<file path="config.mk">
export PLATFORM = sky130hd
export DESIGN_NAME = p1305_regs
export DESIGN_NICKNAME = d
export VERILOG_FILES = /design/src/hdl/p1305_pkg.sv /design/src/hdl/p1305_regs.sv
export SDC_FILE = /design/constraint.sdc
export NUM_CORES = 1
export LEC_CHECK = 0
export BUFFER_PORTS_ARGS = -buffer_cell sky130_fd_sc_hd__buf_4
export CORE_MARGIN = 2
export CORE_UTILIZATION = 31
export CTS_CLUSTER_DIAMETER = 150
export DETAILED_ROUTE_END_ITERATION = 7
export PLACE_DENSITY = 0.65
export REMOVE_ABC_BUFFERS = 1
export SYNTH_ARGS = -nofsm -noshare
export SYNTH_HDL_FRONTEND = slang
export SYNTH_SLANG_ARGS = --single-unit
</file>
<file path="constraint.sdc">
create_clock -name clk -period 1.9 [get_ports clk]
set_clock_uncertainty 0.15 [all_clocks]
set_input_delay 0.38 -clock clk [delete_from_list [all_inputs] [get_ports clk]]
set_output_delay 0.38 -clock clk [all_outputs]
set_load 0.02 [all_outputs]
</file>
<file path="src/hdl/p1305_pkg.sv">
// shared types, constants and a helper function for the poly1305 mac
`default_nettype none
package p1305_pkg;

  localparam int LIMBS  = 5;
  localparam int LIMB_W = 26;
  localparam int H_W    = 27;   // accumulator limb plus message limb
  localparam int W_W    = 29;   // r limb times five
  localparam int P_W    = 56;   // one partial product
  localparam int D_W    = 59;   // sum of five partial products plus carries
  localparam int CY_W   = D_W - LIMB_W;
  localparam int ADDR_W = 5;
  localparam int DATA_W = 64;

  localparam logic [63:0] CLAMP_LO = 64'h0ffffffc0fffffff;
  localparam logic [63:0] CLAMP_HI = 64'h0ffffffc0ffffffc;

  // register indexes, byte address is 8 times the index
  localparam logic [1:0] REG_R_LOW  = 2'd0;
  localparam logic [1:0] REG_R_HIGH = 2'd1;
  localparam logic [1:0] REG_S_LOW  = 2'd2;
  localparam logic [1:0] REG_S_HIGH = 2'd3;

  typedef logic [LIMB_W-1:0] limb_t;
  typedef logic [H_W-1:0]    hlimb_t;
  typedef logic [W_W-1:0]    wlimb_t;
  typedef logic [P_W-1:0]    prod_t;
  typedef logic [D_W-1:0]    dlimb_t;

  typedef struct packed {
    logic [63:0] msg_low;
    logic [63:0] msg_high;
    logic [4:0]  byte_count;
    logic        last;
  } msg_t;

  typedef struct packed {
    logic [63:0] tag_low;
    logic [63:0] tag_high;
  } tag_t;

  typedef struct packed {
    logic [127:0] r;
    logic [127:0] s;
  } key_t;

  // pad a block: full block gets bit 128, partial block a 0x01 byte after its data
  function automatic logic [129:0] pad_block(input logic [63:0] lo, input logic [63:0] hi,
                                             input logic [4:0] n);
    logic [5:0]   sh;
    logic [63:0]  bit_m;
    logic [63:0]  keep;
    logic [129:0] v;
    sh    = {n[2:0], 3'b000};
    bit_m = 64'd1 << sh;
    keep  = bit_m - 64'd1;
    if (n[4]) begin
      v = {2'b01, hi, lo};
    end else if (n[3]) begin
      v = {2'b00, (hi & keep) | bit_m, lo};
    end else begin
      v = {66'd0, (lo & keep) | bit_m};
    end
    return v;
  endfunction

endpackage
`default_nettype wire

</file>
<file path="src/hdl/p1305_regs.sv">
// apb key registers for the poly1305 mac
`default_nettype none
module p1305_regs (
  input  wire logic                            clk,
  input  wire logic                            rst,
  input  wire logic                            psel,
  input  wire logic                            penable,
  input  wire logic                            pwrite,
  input  wire logic [p1305_pkg::ADDR_W-1:0]    paddr,
  input  wire logic [p1305_pkg::DATA_W-1:0]    pwdata,
  output logic      [p1305_pkg::DATA_W-1:0]    prdata,
  output logic                                 pready,
  output p1305_pkg::key_t                      key
);
  import p1305_pkg::*;

  logic [63:0] r_low;
  logic [63:0] r_high;
  logic [63:0] s_low;
  logic [63:0] s_high;
  logic [1:0]  idx;
  logic        wr;

  assign idx    = paddr[4:3];
  assign wr     = psel & penable & pwrite & pready;
  assign pready = 1'b1;

  always_ff @(posedge clk) begin
    if (rst) begin
      r_low  <= '0;
      r_high <= '0;
      s_low  <= '0;
      s_high <= '0;
    end else if (wr) begin
      case (idx)
        REG_R_LOW:  r_low  <= pwdata;
        REG_R_HIGH: r_high <= pwdata;
        REG_S_LOW:  s_low  <= pwdata;
        REG_S_HIGH: s_high <= pwdata;
        default: ;
      endcase
    end
  end

  always_comb begin
    case (idx)
      REG_R_LOW:  prdata = r_low;
      REG_R_HIGH: prdata = r_high;
      REG_S_LOW:  prdata = s_low;
      REG_S_HIGH: prdata = s_high;
      default:    prdata = '0;
    endcase
  end

  // r in the upper half of the key, s in the lower
  assign key = {r_high, r_low, s_high, s_low};

endmodule
`default_nettype wire

</file>
==> impl_metrics.tcl, run 1 <==
set metrics [dict create \
    status "finished with violations" \
    violations "setup timing" \
    via_per_inst 4.61 \
    clockBufferDepth 3 \
    swShare_pct 23.3 \
    power.net_switching_uw 2760 \
    netlist_area_um2 11700 \
    postRouteAntennaNets 0 \
    grt_pass1_vias 10000 \
    critPathMaxFanout 2 \
    syn_inst 985 \
    cts.sinks 256 \
    drv_cap 0 \
    wl_per_cell_um 18.0 \
    cts_tree "yes" \
    powerDensity_nw_per_um2 652 \
    setup_slack_ns -0.146 \
    rsz0062_at_grt "yes" \
    grt_pass1_wl_um 56300 \
    grt_max_degree 68 \
    ios 395 \
    routed_wl_um 37500 \
    power_frac_comb_pct 9.9 \
    synth_seq_cells 256 \
    fin_util_pct 48.4 \
    hold_viol 0 \
    grt.total_usage_pct 18.2 \
    drt_pass1_iterations 4 \
    power.share.clock_pct 43.7 \
    sequentialPowerShare_pct 46.4 \
    clk_latency_ns 0.54 \
    rows 71 \
    vias 9602 \
    p_int_uw 9070 \
    io_buffers 390 \
    critPathLaunchType "flop" \
    initial_core_util_pct 31.3 \
    drc 0 \
    htree_levels 1 \
    numCtsBuffers 27 \
    seq_area_frac_synth_pct 43.7 \
    end_kind "primary output" \
    coreArea_um2 37500 \
    drt-initial-drc-count 285 \
    whs_ns 0.0271 \
    power.leakage_uw 0.00896 \
    crit_type "flop to primary output" \
    irDropWorstVdd_mv 0.616 \
    die_w_um 198 \
    fin_cells 2084 \
    crit_required_ns 1.37 \
    arrival_ns 1.52 \
    synth_area_per_cell_um2 11.9 \
    antenna_found_initial 1 \
    die_h_um 198 \
    slew_viol_final 0 \
    hold_class "input pin to flop" \
    dpl.hpwl_um 24400 \
    synth.distinct_cells 15 \
    setup_viol 64 \
    die-area_um2 39400 \
    cts-root-buf "clkbuf_16" \
    grt_overflow 0 \
    fin_nets 1628 \
    min_period_ns 2.05 \
    syn2layout_area_growth_pct 54.8 \
    fmax_mhz 489 \
    layout_common_cells "buf_4 (535), nand2b_1 (320), mux2i_1 (256)" \
    drive_gt1_share_pct 60.9 \
    finalCritPeriodShare_pct 108 \
    yosysWarnings 0 \
    dp.cells 1856 \
    final_common_cell "buf_4" \
    place_congestion 0.772 \
    clk_pin_slew_ns 0.06 \
]
-- worst max-delay path, cell delays in order, from the launching register on --
cell,delay (ns)
dfxtp_2,0.31
mux4_2,0.51
buf_6,0.16
-- cell usage after synthesis (all sizes together) --
library cell | n | area, µm²
clkbuf | 34 | 128
and3 | 1 | 6.26
conb | 1 | 3.75
mux4 | 64 | 1440
dfxtp | 256 | 5120
mux2i | 256 | 2560
buf | 46 | 404
nand2b | 320 | 2000
nand3b | 2 | 15.0
or3 | 1 | 11.3
nor3 | 1 | 5.00
nand3 | 2 | 10.0
nor3b | 1 | 12.5
-- power by group through the flow --
stage	sequential (µW)	combinational (µW)	clock [µW]
CTS	5490	1170	5280
floorplan	5690	433	0
global placement	5620	1050	0
finish	5490	1170	5170
detailed placement	5620	1060	0
global route	5500	1240	5510
-- logic make-up (layout without fill, tap and decap cells) --
| kind of cell | Yosys count | after routing | synth area share [%] |
|---|---|---|---|
| buffers and inverters | 80 | 667 | 4.53 |
| other | 1 | 2 | 0.0320 |
| AND/OR/NAND/NOR | 328 | 328 | 17.6 |
| flip-flops | 256 | 256 | 43.7 |
| multiplexers | 320 | 320 | 34.1 |
-- metrics by stage --
step / total power (µW) / setup TNS (ns) / setup WS (ns) / area (µm²)
finish: 11800 / -6.96 / -0.146 / 18100
global route: 12300 / -9.56 / -0.186 / 18100
CTS: 11900 / -8.43 / -0.181 / 18000
detailed placement: 6680 / -16.33 / -0.189 / 15400
global placement: 6670 / -13.81 / -0.175 / 15400
floorplan: 6120 / -506.43 / -4.49 / 11200
-- flip-flops by register name (all words and copies together), names as in the netlist --
register,count
r_high,64
r_low,64
s_high,64
s_low,64
-- repair_timing --
action | CTS | global route
setup buffers | 168 | 12
setup endpoints to repair | 64 | 64
resized for setup | 290 | 12
hold buffers | 0 | 0
-- final timing paths --
path / start / end / slack [ns] / cells after the start
setup / recovery: s_high[41] / prdata[41] / -0.15 / 2
hold / removal: pwdata[26] / s_high[26] / 0.03 / 3
setup reg to reg: s_high[43] / s_high[43] / 0.90 / 4
hold reg to reg: r_low[28] / r_low[28] / 0.33 / 2
-- routing by layer --
| metal | track usage [%] | vias up | routed length (µm) |
|---|---|---|---|
| met1 | 22.4 | 4680 | 15800 |
| met2 | 31.0 | 320 | 17900 |
| met3 | 4.09 | 80 | 2570 |
| met5 | 0 | - | 0 |
| met4 | 6.83 | 0 | 1280 |
| li1 | - | 4522 | - |
-- cell type report --
class | count | area [µm²]
Tap cell | 511 | 639
Multi-Input combinational cell | 649 | 6090
Sequential cell | 256 | 5420
Antenna cell | 1 | 2.50
Clock inverter | 2 | 35.0
Clock buffer | 45 | 813
Timing Repair Buffer | 620 | 5150
Fill cell | 3382 | 19300
Note: power is estimated with default switching activity, not from simulation.
==> inputs of run 2 (changes only) <==
--- a/config.mk
+++ b/config.mk
@@ -7,11 +7,13 @@
 export LEC_CHECK = 0
 export BUFFER_PORTS_ARGS = -buffer_cell sky130_fd_sc_hd__buf_4
 export CORE_MARGIN = 2
-export CORE_UTILIZATION = 31
+export CORE_UTILIZATION = 50
 export CTS_CLUSTER_DIAMETER = 150
 export DETAILED_ROUTE_END_ITERATION = 7
-export PLACE_DENSITY = 0.65
+export GPL_TIMING_DRIVEN = 0
+export PLACE_DENSITY = 0.9
 export REMOVE_ABC_BUFFERS = 1
 export SYNTH_ARGS = -nofsm -noshare
 export SYNTH_HDL_FRONTEND = slang
 export SYNTH_SLANG_ARGS = --single-unit
+export TNS_END_PERCENT = 50
==> run 2 against run 1 <==
The run still ends with setup timing left; hold slack gained 0.015 ns; global-route usage rose by 13 points; setup slack lost 0.10 ns; sequential power hardly changed; total power shrank 0.49%; critical path depth did not move; register-to-register slack got worse by 0.03 ns; routed wire length grew 13%; first-iteration DRC count increased by 140%; sequential share of layout area rose by 0.66 points; final cell count down 11%; maximum frequency decreased by 4.8%; largest power group unchanged.
==> impl_metrics.tcl, run 2 (synthesized netlist as in run 1, its figures left out) <==
set metrics [dict create \
    min_period_ns 2.15 \
    die_w_um 157 \
    end_kind "primary output" \
    setup_slack_ns -0.250 \
    power.leakage_uw 0.00883 \
    via_per_inst 5.49 \
    grt_pass1_vias 10700 \
    critPathBufInv 1 \
    die-area_um2 24700 \
    violations "setup timing" \
    clk_pin_slew_ns 0.06 \
    grt_overflow 0 \
    r2r_slack_ns 0.87 \
    final_common_cell "buf_4" \
    crit_required_ns 1.37 \
    place_congestion 0.790 \
    ff2ff_path_depth 4 \
    antenna_cells 0 \
    min_path_cells 3 \
    fin_nets 1596 \
    postRouteAntennaNets 0 \
    drt_pass1_iterations 5 \
    vias 10200 \
    cts.sinks 256 \
    rows 56 \
    path_delay_family "multiplexers" \
    status "finished with violations" \
    whs_ns 0.0416 \
    antenna_found_initial 0 \
    rsz0062_at_grt "yes" \
    irDropWorstVdd_mv 0.544 \
    crit_type "flop to primary output" \
    die_h_um 157 \
    min_to "r_high[19]" \
    fmax_mhz 465 \
    io_buffers 390 \
    slew_viol_final 0 \
    wl_per_cell_um 22.8 \
    clockBufferDepth 3 \
    hold_viol 0 \
    slowest_delay_ns 0.55 \
    arrival_ns 1.62 \
    grt_pass1_wl_um 60100 \
    path_cells "mux4_2, buf_6" \
    htree_levels 1 \
    layout_common_cells "buf_4 (499), nand2b_1 (320), mux2i_1 (255)" \
    drive_gt1_share_pct 60.4 \
    hold_class "input pin to flop" \
    drv_cap 0 \
    reg2reg_from "s_high[43]" \
    holdBufCountCts 0 \
    critPathLaunchType "flop" \
    setup_viol 67 \
    hold_start "pwdata[19]" \
    grt_max_degree 166 \
    numCtsBuffers 27 \
    tightestPinTransition_ns 0.906 \
    syn2layout_area_growth_pct 51.2 \
    drc 0 \
    fin_setup_tns_ns -7.04 \
    ios 395 \
    coreArea_um2 23300 \
    routed_wl_um 42400 \
    grt.total_usage_pct 31.2 \
    slowest_stage "mux4_2" \
    drt-initial-drc-count 694 \
    clk_latency_ns 0.53 \
    cts_tree "yes" \
    crit-reg2reg-capture "s_high[43]" \
    slew_headroom_pct 39.5 \
    finalCritPeriodShare_pct 113 \
    powerDensity_nw_per_um2 664 \
    dpl.hpwl_um 22700 \
    critPathMaxFanout 3 \
    cts-root-buf "clkbuf_16" \
    initial_core_util_pct 50.4 \
]
==> run 2: per-stage QoR <==
step	instances	area, µm²	utilization [%]	setup slack [ns]	total power (µW)
after global routing	1861	17700	76.2	-0.280	12000
after CTS	1842	17500	75.4	-0.139	11700
after detailed placement	1634	14900	64.1	-1.48	6610
final	1861	17700	76.2	-0.250	11800
after floorplan	905	11200	-	-4.49	6120
after global placement	1614	14500	62.4	-8.62	6610
==> run 2: worst register-to-register path, stage by stage, from the launching register on <==
cell	delay [ns]
dfxtp_2	0.34
buf_4	0.13
buf_4	0.13
nand2b_1	0.06
mux2i_1	0.07
==> run 2: cell type report <==
| cell class | instances | area, µm² |
|---|---|---|
| Sequential cell | 256 | 5410 |
| Clock inverter | 12 | 83.8 |
| Tap cell | 319 | 399 |
| Timing Repair Buffer | 588 | 4960 |
| Clock buffer | 37 | 763 |
| Multi-Input combinational cell | 649 | 6100 |
| Fill cell | 1335 | 5530 |
==> run 2: worst max path at each step <==
stage	start	end	slack, ns	cells past startpoint
4_1_cts	s_high[17]	prdata[17]	-0.14	2
3_5_place_dp	paddr[3]	s_high[37]	-1.48	4
3_3_place_gp	paddr[3]	r_low[31]	-8.62	3
5_1_grt	r_high[51]	prdata[51]	-0.28	2
6_report	r_high[51]	prdata[51]	-0.25	2
2_1_floorplan	pwrite	r_low[0]	-4.49	3
==> run 2: where the power goes <==
group	internal, µW	switching (µW)	total, µW
combinational	585	585	1170
clock	2830	2280	5110
sequential	5440	52.8	5500
==> run 2: per-layer routing <==
layer	global-route usage, %	wire, µm	vias up
met2	56.3	21900	553
met3	7.60	3390	127
met1	34.8	15300	5063
met5	0	0	-
li1	-	-	4475
met4	14.2	1780	0
==> run 2: repair_timing <==
item,4_1_cts,5_1_grt
hold endpoints to repair,0,0
resized for setup,281,28
setup buffers,157,19
gates cloned,2,0
endpoints found under the setup margin,306,85
==> inputs of run 3 (changes only) <==
--- a/config.mk
+++ b/config.mk
@@ -6,7 +6,7 @@
 export NUM_CORES = 1
 export LEC_CHECK = 0
 export BUFFER_PORTS_ARGS = -buffer_cell sky130_fd_sc_hd__buf_4
-export CORE_MARGIN = 2
+export CORE_MARGIN = 8
 export CORE_UTILIZATION = 50
 export CTS_CLUSTER_DIAMETER = 150
 export DETAILED_ROUTE_END_ITERATION = 7
==> run 3 against run 2 <==
The flow still finishes with violations (setup timing); non-clock buffer count decreased by 7; via count rose by 0.19%; clock-buffer cell count rose by 2; clock power grew 9.2%; critical endpoint is now prdata[17]; largest power group is now the clock network.
==> impl_metrics.tcl, run 3 (synthesized netlist as in run 1, its figures left out) <==
set metrics [dict create \
    via_per_inst 5.52 \
    fin_nets 1589 \
    finalCritPeriodShare_pct 109 \
    htree_levels 1 \
    multi_input_area_um2 6090 \
    die-area_um2 28600 \
    drive_gt1_share_pct 60.7 \
    grt_max_degree 162 \
    wl_per_cell_um 23.7 \
    vias 10200 \
    rsz0062_at_grt "yes" \
    holdBufCountCts 0 \
    antenna_found_initial 0 \
    fmax_mhz 484 \
    reg2reg_from "r_low[53]" \
    fin_setup_tns_ns -7.72 \
    dpl.hpwl_um 24500 \
    critPathMaxFanout 2 \
    crit_required_ns 1.37 \
    antenna_cells 0 \
    routed_wl_um 44000 \
    ios 395 \
    clk_pin_slew_ns 0.06 \
    layout_common_cells "buf_4 (494), nand2b_1 (320), mux2i_1 (256)" \
    grt_pass1_wl_um 62500 \
    clockBufferDepth 3 \
    setup_viol 71 \
    p_total_uw 12200 \
    ff_latch_area_um2 5420 \
    drt-initial-drc-count 931 \
    rows 56 \
    crit_type "flop to primary output" \
    cts-root-buf "clkbuf_16" \
    place_congestion 0.786 \
    grt.total_usage_pct 27.3 \
    cts_tree "yes" \
    irDropWorstVdd_mv 0.741 \
    numCtsBuffers 27 \
    slew_viol_final 0 \
    die_h_um 169 \
    powerDensity_nw_per_um2 691 \
    critPathLaunchType "flop" \
    hold_start "pwdata[13]" \
    cts.sinks 256 \
    ff2ff_path_depth 4 \
    crit-reg2reg-capture "r_low[53]" \
    end_kind "primary output" \
    syn2layout_area_growth_pct 51.1 \
    min_to "r_high[13]" \
    coreArea_um2 23300 \
    min_path_cells 3 \
    drv_cap 0 \
    postRouteAntennaNets 0 \
    drc 0 \
    die_w_um 169 \
    slew_headroom_pct 4.35 \
    grt_overflow 0 \
    hold_class "input pin to flop" \
    setup_slack_ns -0.167 \
    initial_core_util_pct 50.4 \
    r2r_slack_ns 0.81 \
    grt_pass1_vias 11100 \
    tightestPinTransition_ns 1.43 \
    power.leakage_uw 0.00883 \
    drt_pass1_iterations 5 \
    status "finished with violations" \
    arrival_ns 1.54 \
    hold_viol 0 \
    clk_latency_ns 0.54 \
    min_period_ns 2.07 \
    violations "setup timing" \
    io_buffers 390 \
    final_common_cell "buf_4" \
    n_fill_cell 1352 \
]
[run 3: cell types whose count changed in the layout (fill, tap and decap cells not counted), moves of 2 or more]
cell | before | now
dfxtp_2 | 228 | 237
buf_4 | 499 | 494
clkinvlp_4 | 5 | 0
dfxtp_1 | 27 | 19
buf_12 | 2 | 0
bufinv_16 | 0 | 3
clkbuf_8 | 5 | 8
[run 3: critical path: stages, from the launching register on]
cell     delay [ns]
dfxtp_2        0.32
mux4_2         0.52
buf_6          0.16
[run 3: worst max-delay path by stage]
stage	start	endpoint	cells past startpoint
floorplan	pwrite	r_low[0]	3
global placement	paddr[3]	r_low[39]	3
finish	s_high[17]	prdata[17]	2
global route	s_high[59]	prdata[59]	2
detailed placement	paddr[3]	r_high[37]	5
CTS	s_high[17]	prdata[17]	2
[run 3: layout make-up]
cell class | instances | share of cell area (%)
timing repair buffer | 581 | 27.5
sequential | 256 | 30.6
clock inverter | 10 | 0.770
clock buffer | 39 | 4.52
multi-input combinational | 649 | 34.4
tap | 319 | 2.25
[run 3: layer usage]
metal | track usage [%] | part of all wire, % | vias up
li1 | - | - | 4464
met1 | 28.7 | 35 | 5019
met2 | 49.7 | 51 | 587
met3 | 7.00 | 8.7 | 167
met4 | 14.4 | 5.7 | 0
met5 | 0 | 0 | -
[run 3: through the flow]
stage | util [%] | setup slack, ns | area [µm²] | cells | hold WS, ns
floorplan | - | -4.49 | 11200 | 905 | 0.404
global placement | 62.4 | -8.30 | 14500 | 1614 | 0.321
detailed placement | 63.9 | -1.39 | 14900 | 1633 | 0.332
CTS | 75.2 | -0.180 | 17500 | 1833 | 0.0113
global route | 76.2 | -0.194 | 17700 | 1854 | 0.0198
finish | 76.2 | -0.167 | 17700 | 1854 | 0.0292
[run 3: repair_timing]
| item | in CTS | in global routing |
|---|---|---|
| gates resized for setup | 285 | 26 |
| setup endpoints to repair | 288 | 78 |
| cloned | 1 | 1 |
| setup buffers | 150 | 20 |
[run 3: power breakdown]
group          internal [µW]  switching [µW]  leakage (µW)  total [µW]
clock network           3330            2250      0.000466        5580
logic                    575             581       0.00618        1160
registers               5450            54.6       0.00219        5500
total                   9350            2880       0.00883       12200
